===== config.mk =====
export PLATFORM = sky130hd
export DESIGN_NAME = arena_pool_bump_allocator_top
export DESIGN_NICKNAME = d
export VERILOG_FILES = /design/src/design/apba_pkg.sv /design/src/design/arena_pool_bump_allocator_top.sv /design/src/design/apba_ctrl.sv /design/src/design/apba_dp.sv
export SDC_FILE = /design/constraint.sdc
export NUM_CORES = 2
export LEC_CHECK = 0
export BUFFER_PORTS_ARGS = -buffer_cell sky130_fd_sc_hd__buf_4
export CAP_MARGIN = 20
export CORE_AREA = 2 2 346 348
export CTS_CLUSTER_DIAMETER = 120
export DETAILED_ROUTE_END_ITERATION = 6
export DIE_AREA = 0 0 348 350
export GPL_TIMING_DRIVEN = 0
export PLACE_DENSITY = 0.74
export SLEW_MARGIN = 20
export SYNTH_ARGS = -nofsm -noshare
export SYNTH_HDL_FRONTEND = slang
export SYNTH_SLANG_ARGS = --single-unit

===== constraint.sdc =====
create_clock -name clk -period 10.55 [get_ports clk]
set_input_delay 0.5275 -clock clk [delete_from_list [all_inputs] [get_ports clk]]
set_output_delay 0.5275 -clock clk [all_outputs]
set_load 0.01 [all_outputs]

===== src/design/apba_pkg.sv =====
// ----------------------------------------------------------------------------
// apba_pkg
// Shared types and codes for the arena pool bump allocator: the action and
// status codes, the register indexes, the item formats and the command bundle
// that the controller sends to the datapath.
// ----------------------------------------------------------------------------
package apba_pkg;

  localparam int AddrW  = 48;
  localparam int SizeW  = 25;
  localparam int HdrW   = 12;
  localparam int IdW    = 4;
  localparam int CntW   = 5;
  localparam int CfgIdxW = 2;

  typedef enum logic [2:0] {
    ACT_ALLOC  = 3'd0,
    ACT_FREE   = 3'd1,
    ACT_RESET  = 3'd2,
    ACT_SAVE   = 3'd3,
    ACT_PUSH   = 3'd4,
    ACT_REVERT = 3'd5,
    ACT_COMMIT = 3'd6,
    ACT_QUERY  = 3'd7
  } action_t;

  typedef enum logic [2:0] {
    STAT_OK       = 3'd0,
    STAT_NO_ARENA = 3'd1,
    STAT_NO_SPACE = 3'd2,
    STAT_MISMATCH = 3'd3,
    STAT_NOT_USED = 3'd4
  } status_t;

  typedef enum logic [CfgIdxW-1:0] {
    CFG_ARENA_BYTES  = 2'd0,
    CFG_POOL_BASE    = 2'd1,
    CFG_HEADER_BYTES = 2'd2
  } cfg_idx_t;

  localparam logic [SizeW-1:0] ArenaBytesRst  = 25'd65536;
  localparam logic [AddrW-1:0] PoolBaseRst    = 48'd0;
  localparam logic [HdrW-1:0]  HeaderBytesRst = 12'd32;

  typedef struct packed {
    action_t          action;
    logic [IdW-1:0]   target_id;
    logic [SizeW-1:0] byte_count;
    logic [SizeW-1:0] mark;
  } apba_in_t;

  typedef struct packed {
    status_t          status;
    logic [IdW-1:0]   granted_id;
    logic [AddrW-1:0] address;
    logic [SizeW-1:0] saved_mark;
    logic [SizeW-1:0] bytes_free;
    logic [SizeW-1:0] bytes_used;
    logic [CntW-1:0]  arenas_free;
  } apba_out_t;

  typedef enum logic {
    ST_IDLE = 1'b0,
    ST_EXEC = 1'b1
  } state_t;

  typedef struct packed {
    logic load;
    logic exec;
  } apba_cmd_t;

endpackage


===== src/design/arena_pool_bump_allocator_top.sv =====
// An item is accepted in ST_IDLE, where the arena tables are read into
// registers; in ST_EXEC the step commits, updating the tables and the
// free-list head and registering the result. One item is taken at a time.
// A waiting result holds the step until the output register is taken.
// Reset is synchronous: the free list returns to ids 0 to NUM_ARENAS-1 with
// 0 on top, and per-entry valid bits restore the tables at once.
// ----------------------------------------------------------------------------
// arena_pool_bump_allocator_top
// Pool of equal-size bump arenas with a LIFO free list, a bump position and a
// save mark per arena, driven one action item at a time.
// ----------------------------------------------------------------------------
module arena_pool_bump_allocator_top #(
  parameter int NUM_ARENAS = 16
) (
  input  logic                         clk,
  input  logic                         rst,
  input  logic                         in_valid,
  output logic                         in_stall,
  input  apba_pkg::apba_in_t           in_data,
  output logic                         out_valid,
  input  logic                         out_stall,
  output apba_pkg::apba_out_t          out_data,
  input  logic                         cfg_write,
  input  logic [apba_pkg::CfgIdxW-1:0] cfg_index,
  input  logic [apba_pkg::AddrW-1:0]   cfg_data
);
  import apba_pkg::*;

  apba_cmd_t cmd;

  apba_ctrl u_ctrl (
    .clk       (clk),
    .rst       (rst),
    .in_valid  (in_valid),
    .in_stall  (in_stall),
    .out_valid (out_valid),
    .out_stall (out_stall),
    .cmd       (cmd)
  );

  apba_dp #(
    .NUM_ARENAS (NUM_ARENAS)
  ) u_dp (
    .clk       (clk),
    .rst       (rst),
    .cmd       (cmd),
    .in_data   (in_data),
    .out_data  (out_data),
    .cfg_write (cfg_write),
    .cfg_index (cfg_index),
    .cfg_data  (cfg_data)
  );

endmodule


===== src/design/apba_ctrl.sv =====
// ----------------------------------------------------------------------------
// apba_ctrl
// Controller: takes one item, lets the datapath register its arena table
// reads, then commits the step once the output register is free.
// ----------------------------------------------------------------------------
module apba_ctrl (
  input  logic              clk,
  input  logic              rst,
  input  logic              in_valid,
  output logic              in_stall,
  output logic              out_valid,
  input  logic              out_stall,
  output apba_pkg::apba_cmd_t cmd
);
  import apba_pkg::*;

  state_t state;
  state_t state_next;
  logic   out_valid_next;

  always_ff @(posedge clk) begin
    if (rst) begin
      state     <= ST_IDLE;
      out_valid <= 1'b0;
    end else begin
      state     <= state_next;
      out_valid <= out_valid_next;
    end
  end

  always_comb begin
    state_next = state;
    cmd.load   = 1'b0;
    cmd.exec   = 1'b0;
    in_stall   = 1'b1;
    unique case (state)
      ST_IDLE: begin
        in_stall = 1'b0;
        if (in_valid) begin
          cmd.load   = 1'b1;
          state_next = ST_EXEC;
        end
      end
      ST_EXEC: begin
        // The step commits only when its result has a place to go.
        if (!out_valid || !out_stall) begin
          cmd.exec   = 1'b1;
          state_next = ST_IDLE;
        end
      end
      default: state_next = ST_IDLE;
    endcase
    out_valid_next = cmd.exec | (out_valid & out_stall);
  end

endmodule


===== src/design/apba_dp.sv =====
// ----------------------------------------------------------------------------
// apba_dp
// Datapath: configuration registers, free-list head, arena tables, the step
// logic for every action and the output register.
// ----------------------------------------------------------------------------
module apba_dp #(
  parameter int NUM_ARENAS = 16
) (
  input  logic                            clk,
  input  logic                            rst,
  input  apba_pkg::apba_cmd_t             cmd,
  input  apba_pkg::apba_in_t              in_data,
  output apba_pkg::apba_out_t             out_data,
  input  logic                            cfg_write,
  input  logic [apba_pkg::CfgIdxW-1:0]    cfg_index,
  input  logic [apba_pkg::AddrW-1:0]      cfg_data
);
  import apba_pkg::*;

  localparam int IW = (NUM_ARENAS > 1) ? $clog2(NUM_ARENAS) : 1;
  localparam int TW = $clog2(NUM_ARENAS + 1);

  // Configuration.
  logic [SizeW-1:0] arena_bytes;
  logic [AddrW-1:0] pool_base;
  logic [HdrW-1:0]  header_bytes;

  // Free list head and count.
  logic [TW-1:0] free_top, free_top_next;
  logic [TW-1:0] free_total, free_total_next;

  // Arena tables; entries never written read as their reset values.
  logic [TW-1:0]    link_mem [NUM_ARENAS];
  logic [SizeW-1:0] pos_mem  [NUM_ARENAS];
  logic [SizeW-1:0] save_mem [NUM_ARENAS];
  logic [NUM_ARENAS-1:0] link_vld;
  logic [NUM_ARENAS-1:0] arena_vld;
  logic [NUM_ARENAS-1:0] in_use;

  // Item held for the step.
  action_t            act_r;
  logic [IdW-1:0]     id_r;
  logic [SizeW-1:0]   cnt_r;
  logic [SizeW-1:0]   mark_r;
  logic [IW-1:0]      idx_r;
  logic               ok_r;
  logic [IdW+SizeW-1:0] prod_r;
  logic [AddrW-1:0]   bh_r;
  logic [TW-1:0]      link_rd;
  logic [SizeW-1:0]   pos_rd;
  logic [SizeW-1:0]   save_rd;
  logic               link_v, arena_v, inuse_rd;

  logic [IW-1:0] idx_sel;
  logic          ok_sel;

  // Step results.
  logic [TW-1:0]    link_e;
  logic [SizeW-1:0] pos_e, save_e, room_pos, room_save;
  logic [SizeW-1:0] pos_new, save_new, free_new;
  logic [AddrW-1:0] addr;
  status_t          status;
  logic [IdW-1:0]   gid;
  logic             have, link_we, arena_we, set_use, clr_use;
  apba_out_t        out_next;

  always_ff @(posedge clk) begin
    if (rst) begin
      arena_bytes  <= ArenaBytesRst;
      pool_base    <= PoolBaseRst;
      header_bytes <= HeaderBytesRst;
    end else if (cfg_write) begin
      unique case (cfg_index)
        CFG_ARENA_BYTES:  arena_bytes  <= cfg_data[SizeW-1:0];
        CFG_POOL_BASE:    pool_base    <= cfg_data;
        CFG_HEADER_BYTES: header_bytes <= cfg_data[HdrW-1:0];
        default: ;
      endcase
    end
  end

  // Which arena the item touches: the list head for alloc, else its id.
  always_comb begin
    if (in_data.action == ACT_ALLOC) begin
      ok_sel = (free_total != '0) && (free_top != TW'(NUM_ARENAS));
      idx_sel = ok_sel ? IW'(free_top) : '0;
    end else begin
      ok_sel = (32'(in_data.target_id) < NUM_ARENAS);
      idx_sel = ok_sel ? IW'(in_data.target_id) : '0;
    end
  end

  always_ff @(posedge clk) begin
    if (cmd.load) begin
      act_r    <= in_data.action;
      id_r     <= in_data.target_id;
      cnt_r    <= in_data.byte_count;
      mark_r   <= in_data.mark;
      idx_r    <= idx_sel;
      ok_r     <= ok_sel;
      prod_r   <= (IdW+SizeW)'(in_data.target_id) * (IdW+SizeW)'(arena_bytes);
      bh_r     <= pool_base + AddrW'(header_bytes);
      link_rd  <= link_mem[idx_sel];
      pos_rd   <= pos_mem[idx_sel];
      save_rd  <= save_mem[idx_sel];
      link_v   <= link_vld[idx_sel];
      arena_v  <= arena_vld[idx_sel];
      inuse_rd <= in_use[idx_sel];
    end
  end

  always_comb begin
    link_e    = link_v ? link_rd : TW'(idx_r) + TW'(1);
    pos_e     = arena_v ? pos_rd : '0;
    save_e    = arena_v ? save_rd : '0;
    room_pos  = (pos_e < arena_bytes) ? arena_bytes - pos_e : '0;
    room_save = (save_e < arena_bytes) ? arena_bytes - save_e : '0;

    status          = STAT_OK;
    gid             = id_r;
    have            = ok_r;
    addr            = '0;
    pos_new         = pos_e;
    save_new        = save_e;
    free_new        = room_pos;
    free_top_next   = free_top;
    free_total_next = free_total;
    link_we         = 1'b0;
    arena_we        = 1'b0;
    set_use         = 1'b0;
    clr_use         = 1'b0;

    if (act_r == ACT_ALLOC) begin
      if (!ok_r) begin
        status = STAT_NO_ARENA;
        gid    = '0;
      end else begin
        gid             = IdW'(idx_r);
        free_top_next   = link_e;
        free_total_next = free_total - TW'(1);
        set_use         = 1'b1;
        arena_we        = 1'b1;
        pos_new         = '0;
        save_new        = '0;
        free_new        = arena_bytes;
      end
    end else if (!ok_r || !inuse_rd) begin
      status = STAT_NOT_USED;
    end else begin
      case (act_r)
        ACT_FREE: begin
          link_we         = 1'b1;
          free_top_next   = TW'(idx_r);
          free_total_next = free_total + TW'(1);
          clr_use         = 1'b1;
        end
        ACT_RESET: begin
          arena_we = 1'b1;
          pos_new  = '0;
          save_new = '0;
          free_new = arena_bytes;
        end
        ACT_SAVE: begin
          if (save_e != '0) begin
            status = STAT_MISMATCH;
          end else begin
            arena_we = 1'b1;
            save_new = pos_e;
          end
        end
        ACT_PUSH: begin
          if (cnt_r > room_pos) begin
            status = STAT_NO_SPACE;
          end else begin
            arena_we = 1'b1;
            addr     = bh_r + AddrW'(prod_r) + AddrW'(pos_e);
            pos_new  = pos_e + cnt_r;
            // The push fits, so the room left is the old room less the count.
            free_new = room_pos - cnt_r;
          end
        end
        ACT_REVERT: begin
          if (mark_r != save_e) begin
            status = STAT_MISMATCH;
          end else begin
            arena_we = 1'b1;
            pos_new  = save_e;
            save_new = '0;
            free_new = room_save;
          end
        end
        ACT_COMMIT: begin
          if (mark_r != save_e) begin
            status = STAT_MISMATCH;
          end else begin
            arena_we = 1'b1;
            save_new = '0;
          end
        end
        default: ;
      endcase
    end

    out_next.status      = status;
    out_next.granted_id  = gid;
    out_next.address     = addr;
    out_next.saved_mark  = have ? save_new : '0;
    out_next.bytes_free  = have ? free_new : '0;
    out_next.bytes_used  = have ? pos_new : '0;
    out_next.arenas_free = CntW'(free_total_next);
  end

  always_ff @(posedge clk) begin
    if (cmd.exec) begin
      if (link_we) begin
        link_mem[idx_r] <= free_top;
      end
      if (arena_we) begin
        pos_mem[idx_r]  <= pos_new;
        save_mem[idx_r] <= save_new;
      end
      out_data <= out_next;
    end
  end

  always_ff @(posedge clk) begin
    if (rst) begin
      free_top   <= '0;
      free_total <= TW'(NUM_ARENAS);
      link_vld   <= '0;
      arena_vld  <= '0;
      in_use     <= '0;
    end else if (cmd.exec) begin
      free_top   <= free_top_next;
      free_total <= free_total_next;
      if (link_we) begin
        link_vld[idx_r] <= 1'b1;
      end
      if (set_use) begin
        in_use[idx_r]    <= 1'b1;
        arena_vld[idx_r] <= 1'b1;
      end
      if (clr_use) begin
        in_use[idx_r] <= 1'b0;
      end
    end
  end

endmodule


Yosys cells after proc, flatten, opt, wreduce, memory -nomap -nowiden
Memories as Yosys holds them, arrays and structs flattened. A register that Yosys moved wholly into a read port is not among the register bits.
Index checks and enable logic that the tools add are counted.
{"block": "op_classes", "mux": 77, "n_addsub": 10, "n_mul": 1, "order_cmp": 6, "reduce_logical": 22, "n_bitwise": 9, "n_eq_ne": 12}
{"op": "25-bit 2-to-1 mux", "count": 18}
{"op": "25-bit one-hot mux with 3 select lines", "count": 3}
{"op": "25-bit subtractor", "count": 3}
{"op": "16-bit 2-to-1 mux", "count": 4}
{"op": "25-bit < comparator", "count": 2}
{"op": "48-bit by 12-bit adder with 48-bit output", "count": 1}
{"op": "48-bit by 25-bit adder with 48-bit output", "count": 1}
{"op": "48-bit by 29-bit adder with 48-bit output", "count": 1}
{"op": "16-bit bitwise OR", "count": 3}
{"op": "5-bit 2-to-1 mux", "count": 9}
{"op": "4-bit by 25-bit multiplier with 29-bit output", "count": 1}
{"op": "1-bit 2-to-1 mux", "count": 27}
{"op": "25-bit adder", "count": 1}
{"op": "25-bit > comparator", "count": 1}
{"op": "25-bit != test", "count": 1}
{"op": "25-bit nonzero test", "count": 1}
{"op": "16-bit AND", "count": 1}
{"op": "4-bit 2-to-1 mux", "count": 4}
{"op": "16-bit inverter", "count": 1}
{"op": "1-bit binary-select mux with 4-bit select", "count": 3}
{"op": "4-bit by 5-bit < comparator with 1-bit output, second input constant", "count": 2}
{"op": "2-bit AND reduction", "count": 5}
{"op": "3-bit equality test, second input constant", "count": 3}
{"op": "3-bit one-hot mux with 3 select lines", "count": 1}
{"op": "other kinds (28)", "count": 40}
{"block": "totals", "reg_bits": 422, "in_bits": 112, "mem_count": 3, "out_inout_bits": 137, "elab_cells": 168, "ram_bits": 880}
{"name": "u_dp.pos_mem", "depth": 16, "width": 25, "rd": 1, "rd_clocked_by_memory_dff": 1, "write_ports": 1, "line": "apba_dp.sv:34", "text": "logic [SizeW-1:0] pos_mem [NUM_ARENAS];"}
{"name": "u_dp.save_mem", "depth": 16, "width": 25, "rd": 1, "rd_clocked_by_memory_dff": 1, "write_ports": 1, "line": "apba_dp.sv:35", "text": "logic [SizeW-1:0] save_mem [NUM_ARENAS];"}
{"name": "u_dp.link_mem", "depth": 16, "width": 5, "rd": 1, "rd_clocked_by_memory_dff": 1, "write_ports": 1, "line": "apba_dp.sv:33", "text": "logic [TW-1:0] link_mem [NUM_ARENAS];"}

Logic depth before layout (Yosys ltp)
{"block": "depth", "depth_word": 11, "depth_mapped": 34, "ltp_nobuf": 29}

By module
From an unflattened synthesis, not the netlist that was laid out.
{"block": "unflattened", "hier_cells": 5991, "area_unflattened_um2": 65196.3}
{"module": "apba_dp", "seq_area_each_um2": 39257.7, "cells_per_inst": 5982, "area_per_inst_um2": 65103.7, "instances": 1}
{"module": "apba_ctrl", "seq_area_each_um2": 40.0, "cells_per_inst": 9, "area_per_inst_um2": 92.6, "instances": 1}

Worst setup path after synthesis
Ideal clock, no wire load.
{"block": "synth_timing", "path_type": "input -> register", "from": "in in_valid", "to": "reg u_dp.act_r[0] (enable)", "setup_time_ns": 0.779, "required_time_ns": 9.771, "arrival_time_ns": 9.023, "slack_ns": 0.748, "path_stages": 1, "path_buffers": 0, "cell_sequence": "nor2b_1"}
{"block": "synth_between", "elab_chain_len": 2}
{"item": "from (decl)", "line": "arena_pool_bump_allocator_top.sv:17", "text": "input logic in_valid,"}
{"item": "1-bit 2-to-1 mux", "line": "apba_ctrl.sv:39", "text": "if (in_valid) begin"}
{"item": "1-bit 2-to-1 mux", "line": "apba_ctrl.sv:36", "text": "unique case (state)"}
{"item": "to (signal assigned)", "line": "apba_dp.sv:95", "text": "act_r <= in_data.action;"}
{"item": "to (decl)", "line": "apba_dp.sv:41", "text": "action_t act_r;"}
No other way between the ends.
A chain may end at the register's enable or synchronous reset.

Final worst setup path
{"block": "layout_timing", "from": "reg u_dp.arena_v", "to": "mem u_dp.save_mem[14][12] (enable)"}
{"block": "layout_between", "elab_chain_len": 11, "elab_cells_between_ends": 17, "cone_classes": "1 x add/sub; 2 x order compare; 1 x eq/ne; 12 x mux; 1 x reduce/logical"}
{"item": "from (decl)", "line": "apba_dp.sv:52", "text": "logic link_v, arena_v, inuse_rd;"}
{"item": "from (signal assigned)", "line": "apba_dp.sv:107", "text": "arena_v <= arena_vld[idx_sel];"}
{"item": "25-bit 2-to-1 mux", "line": "apba_dp.sv:114", "text": "pos_e = arena_v ? pos_rd : '0;"}
{"item": "25-bit subtractor / 25-bit < comparator (equally long branches)", "line": "apba_dp.sv:116", "text": "room_pos = (pos_e < arena_bytes) ? arena_bytes - pos_e : '0;"}
{"item": "25-bit 2-to-1 mux", "line": "apba_dp.sv:116"}
{"item": "25-bit > comparator", "line": "apba_dp.sv:172", "text": "if (cnt_r > room_pos) begin"}
{"item": "1-bit 2-to-1 mux", "line": "apba_dp.sv:172"}
{"item": "1-bit one-hot mux with 4 select lines (*)", "line": "apba_dp.sv:150", "text": "case (act_r)"}
{"item": "1-bit 2-to-1 mux (*)", "line": "apba_dp.sv:147", "text": "end else if (!ok_r || !inuse_rd) begin"}
{"item": "1-bit 2-to-1 mux (*)", "line": "apba_dp.sv:133", "text": "if (act_r == ACT_ALLOC) begin"}
{"item": "1-bit 2-to-1 mux (*)", "line": "apba_dp.sv:218", "text": "if (arena_we) begin"}
{"item": "1-bit 2-to-1 mux (*)", "line": "apba_dp.sv:214", "text": "if (cmd.exec) begin"}
{"item": "1-bit 2-to-1 mux (implied by the code) (*)", "line": "apba_dp.sv:220", "text": "save_mem[idx_r] <= save_new;"}
{"item": "to (decl)", "line": "apba_dp.sv:35"}
Mark *: on every way between the ends. The rest lies on a longest branch, timed or not.

==> impl_metrics.yaml <==
synthesis:
  synth_fp_nets: 6441
  synth.top_cell.area_share: 0.555
  syn_avg_cell_area_um2: 10.8
  async_flop_share: 0
  ys_seq_area_frac: 0.600
  synth_cell_type_count: 97
  ys_ff_latch: 1357
  synth_edf_count: 1212
  ys_top_cells_by_area: "edfxtp_1 (56%), nand2_1 (8.0%), dfxtp_1 (4.4%)"
  synth_ff_type: "edfxtp_1"
  synth_area_um2: 65500
  yosys_warnings: 0
  netlist.top_cell.by_area: "edfxtp_1"
  synth_cells: 6073
grt:
  grt_pass1_wl_um: 325000
  grt_start_max_net_pins: 58
  grt_overflow: 0
  antenna_found_initial: 10
  track_usage: 0.366
  grt_pass1_vias: 49400
routing:
  wire_per_inst_um: 27.2
  drc: 8
  wirelength_um: 225000
  dr.pass1.iters: 7
  vias_per_cell: 6.27
  drt-initial-drc-count: 7295
  vias: 51900
  drtAntennaViolNets: 0
power:
  ir_drop_uv: 182
  pwr-share-seq: 0.469
  swShare: 0.277
  p_leak_nw: 28.5
  power_switching_w: 0.00364
  clockPowerShare: 0.371
  p_per_area_nw_per_um2: 172
  intPower_w: 0.00950
  pwr-share-comb: 0.160
layout:
  fin_util: 0.649
  regArea_um2: 39300
  fillCellCount: 8841
  area_growth_pct: 16.7
  multi_input_area_um2: 24500
  final_cell_mix: "nand2_1 (1395), edfxtp_1 (1212), nand3_1 (550)"
  final_common_cell: "nand2_1"
  final_nets: 7002
  final_area_um2: 76400
  layout-drive-gt1-share: 0.0966
status:
  status: "finished, violations left"
  violations: "DRC"
floorplan:
  io_pins: 249
  die_width_um: 348
  core_area_um2: 118000
  die-height_um: 350
  rows: 126
  dieArea_um2: 122000
  initial_core_util: 0.556
flow_run:
  drv_cap: 0
sta:
  max_slew.worst_pin.slew_ns: 1.22
  setup_ws_ns: 0.441
  fin_crit_sh: 0.958
  finalSetupViolCount: 0
  slew_headroom: 0.186
  fmax_mhz: 98.9
  holdWs_ns: 0.0265
  rsz0062_at_grt: "no"
  worst_clock_skew_ns: 0.0268
  finalHoldViolations: 0
  drv_slew: 0
  fin_crit_ns: 10.11
worst_setup_path:
  cp_slowest_cell: "o21ai_4"
  path_buf_inv: 11
  arrival_ns: 10.63
  end_kind: "flop"
  worstSetupPathType: "reg -> reg"
  cp_data_required_time_ns: 11.07
  crit_path_max_incr_delay_ns: 0.57
  path_max_fanout: 22
  start_kind: "flop"
  path_common_cell: "nor2_1"
  worst_path_dominant_cell_family: "buffers and inverters"
clock_network:
  clkTransAtPathRegs_ns: 0.06
  numCtsBuffers: 140
  clk_path_buf_depth: 3
  clk_latency_ns: 0.79
  htree_levels: 4
  clock-sinks: 1357
  tritoncts: "built"
  cts_root_buffer: "clkbuf_16"
placed_design:
  gp_congestion: 1.05
  placed_area_um2: 70800
  hpwlAfterDp_um: 168000
  io_buffers: 247
  place_ws_ns: -0.651
worst_hold_path:
  hp-class: "in -> reg"
==> metrics by stage <==
stage                     setup TNS, ns  std cells  total power, W
after floorplan                       0       6073         0.00745
after global placement         -3882.94       7856         0.00821
after detailed placement        -291.46       7922         0.00826
after CTS                             0       8270          0.0131
after global routing                  0       8276          0.0135
final                                 0       8280          0.0131
==> logic make-up after synthesis <==
family	Yosys count	synth area share
compound gates	1073	0.107
buf+inv	551	0.0323
mux	2	0.000306
simple gates	2643	0.177
fa+ha+maj	257	0.0577
flops	1357	0.600
xor+xnor	190	0.0254
==> state kept, by name (all words and copies together) (netlist names), 25 cells and up, named ones only <==
| signal | count |
|---|---|
| u_dp.arena_bytes | 25 |
| u_dp.pos_mem | 400 |
| u_dp.save_mem | 400 |
| u_dp.pos_rd | 25 |
| u_dp.pool_base | 48 |
| u_dp.bh_r | 48 |
| u_dp.save_rd | 25 |
| u_dp.cnt_r | 25 |
| u_dp.out_data | 135 |
| u_dp.prod_r | 29 |
| u_dp.mark_r | 25 |
| u_dp.link_mem | 80 |
==> timing repair <==
action	4_1_cts	5_1_grt
pin swaps	0	1
hold endpoints to repair	115	0
setup buffers	0	4
endpoints found under the setup margin	962	914
hold buffers	101	0
gates resized for setup	6	15
==> worst paths after layout <==
kind | depth (start not counted) | start | slack [ns] | end
max reg2reg | 31 | u_dp.arena_v$_DFFE_PP_ | 0.44 | u_dp.save_mem[14][12]$_DFFE_PP_
min | 3 | cfg_data[15] | 0.03 | u_dp.pool_base[15]$_SDFFE_PP0P_
max | 31 | u_dp.arena_v$_DFFE_PP_ | 0.44 | u_dp.save_mem[14][12]$_DFFE_PP_
min reg2reg | 2 | u_dp.arena_vld[4]$_SDFFE_PP0P_ | 0.46 | u_dp.arena_vld[4]$_SDFFE_PP0P_
==> worst min-delay path: cells and delay by family <==
family / cells / cell delay, ns
buffers and inverters: 1 / 0.13
AND/OR/NAND/NOR: 1 / 0.05
AO/OA/AOI/OAI: 1 / 0.05
==> area by class of cell <==
| class | count | area share |
|---|---|---|
| well taps | 1536 | 0.0251 |
| repair buffers | 419 | 0.0534 |
| plain buffers | 348 | 0.0180 |
| clock inverters | 62 | 0.00833 |
| multi-input cells | 4165 | 0.321 |
| clock buffers | 185 | 0.0498 |
| flip-flops and latches | 1357 | 0.514 |
| inverters | 203 | 0.00997 |
| diodes | 5 | 0.000164 |
==> power by group through the flow <==
stage / Sequential (W) / Combinational, W / Clock (W)
3_5_place_dp: 0.00627 / 0.00199 / 0
3_3_place_gp: 0.00631 / 0.00190 / 0
6_report: 0.00617 / 0.00211 / 0.00487
4_1_cts: 0.00616 / 0.00203 / 0.00489
5_1_grt: 0.00617 / 0.00224 / 0.00509
2_1_floorplan: 0.00626 / 0.00119 / 0
==> metal layers <==
layer / GRT usage / wire, um / vias up
li1: - / - / 23000
met1: 0.473 / 84400 / 25100
met2: 0.587 / 104000 / 3145
met3: 0.0688 / 23300 / 614
met4: 0.205 / 13500 / 8
met5: 0 / 40 / -
==> cell usage after synthesis (all sizes together) (70+ instances only) <==
library cell / n
nand2: 1407
edfxtp: 1212
nand3: 550
a21oi: 320
clkbuf: 304
nor2: 295
inv: 202
ha: 180
o21ai: 175
dfxtp: 145
a311oi: 122
xnor2: 115
a31oi: 97
and3: 90
fa: 76
xor2: 75
nor3: 74
and2: 70
(Power assumes the default switching activity.)
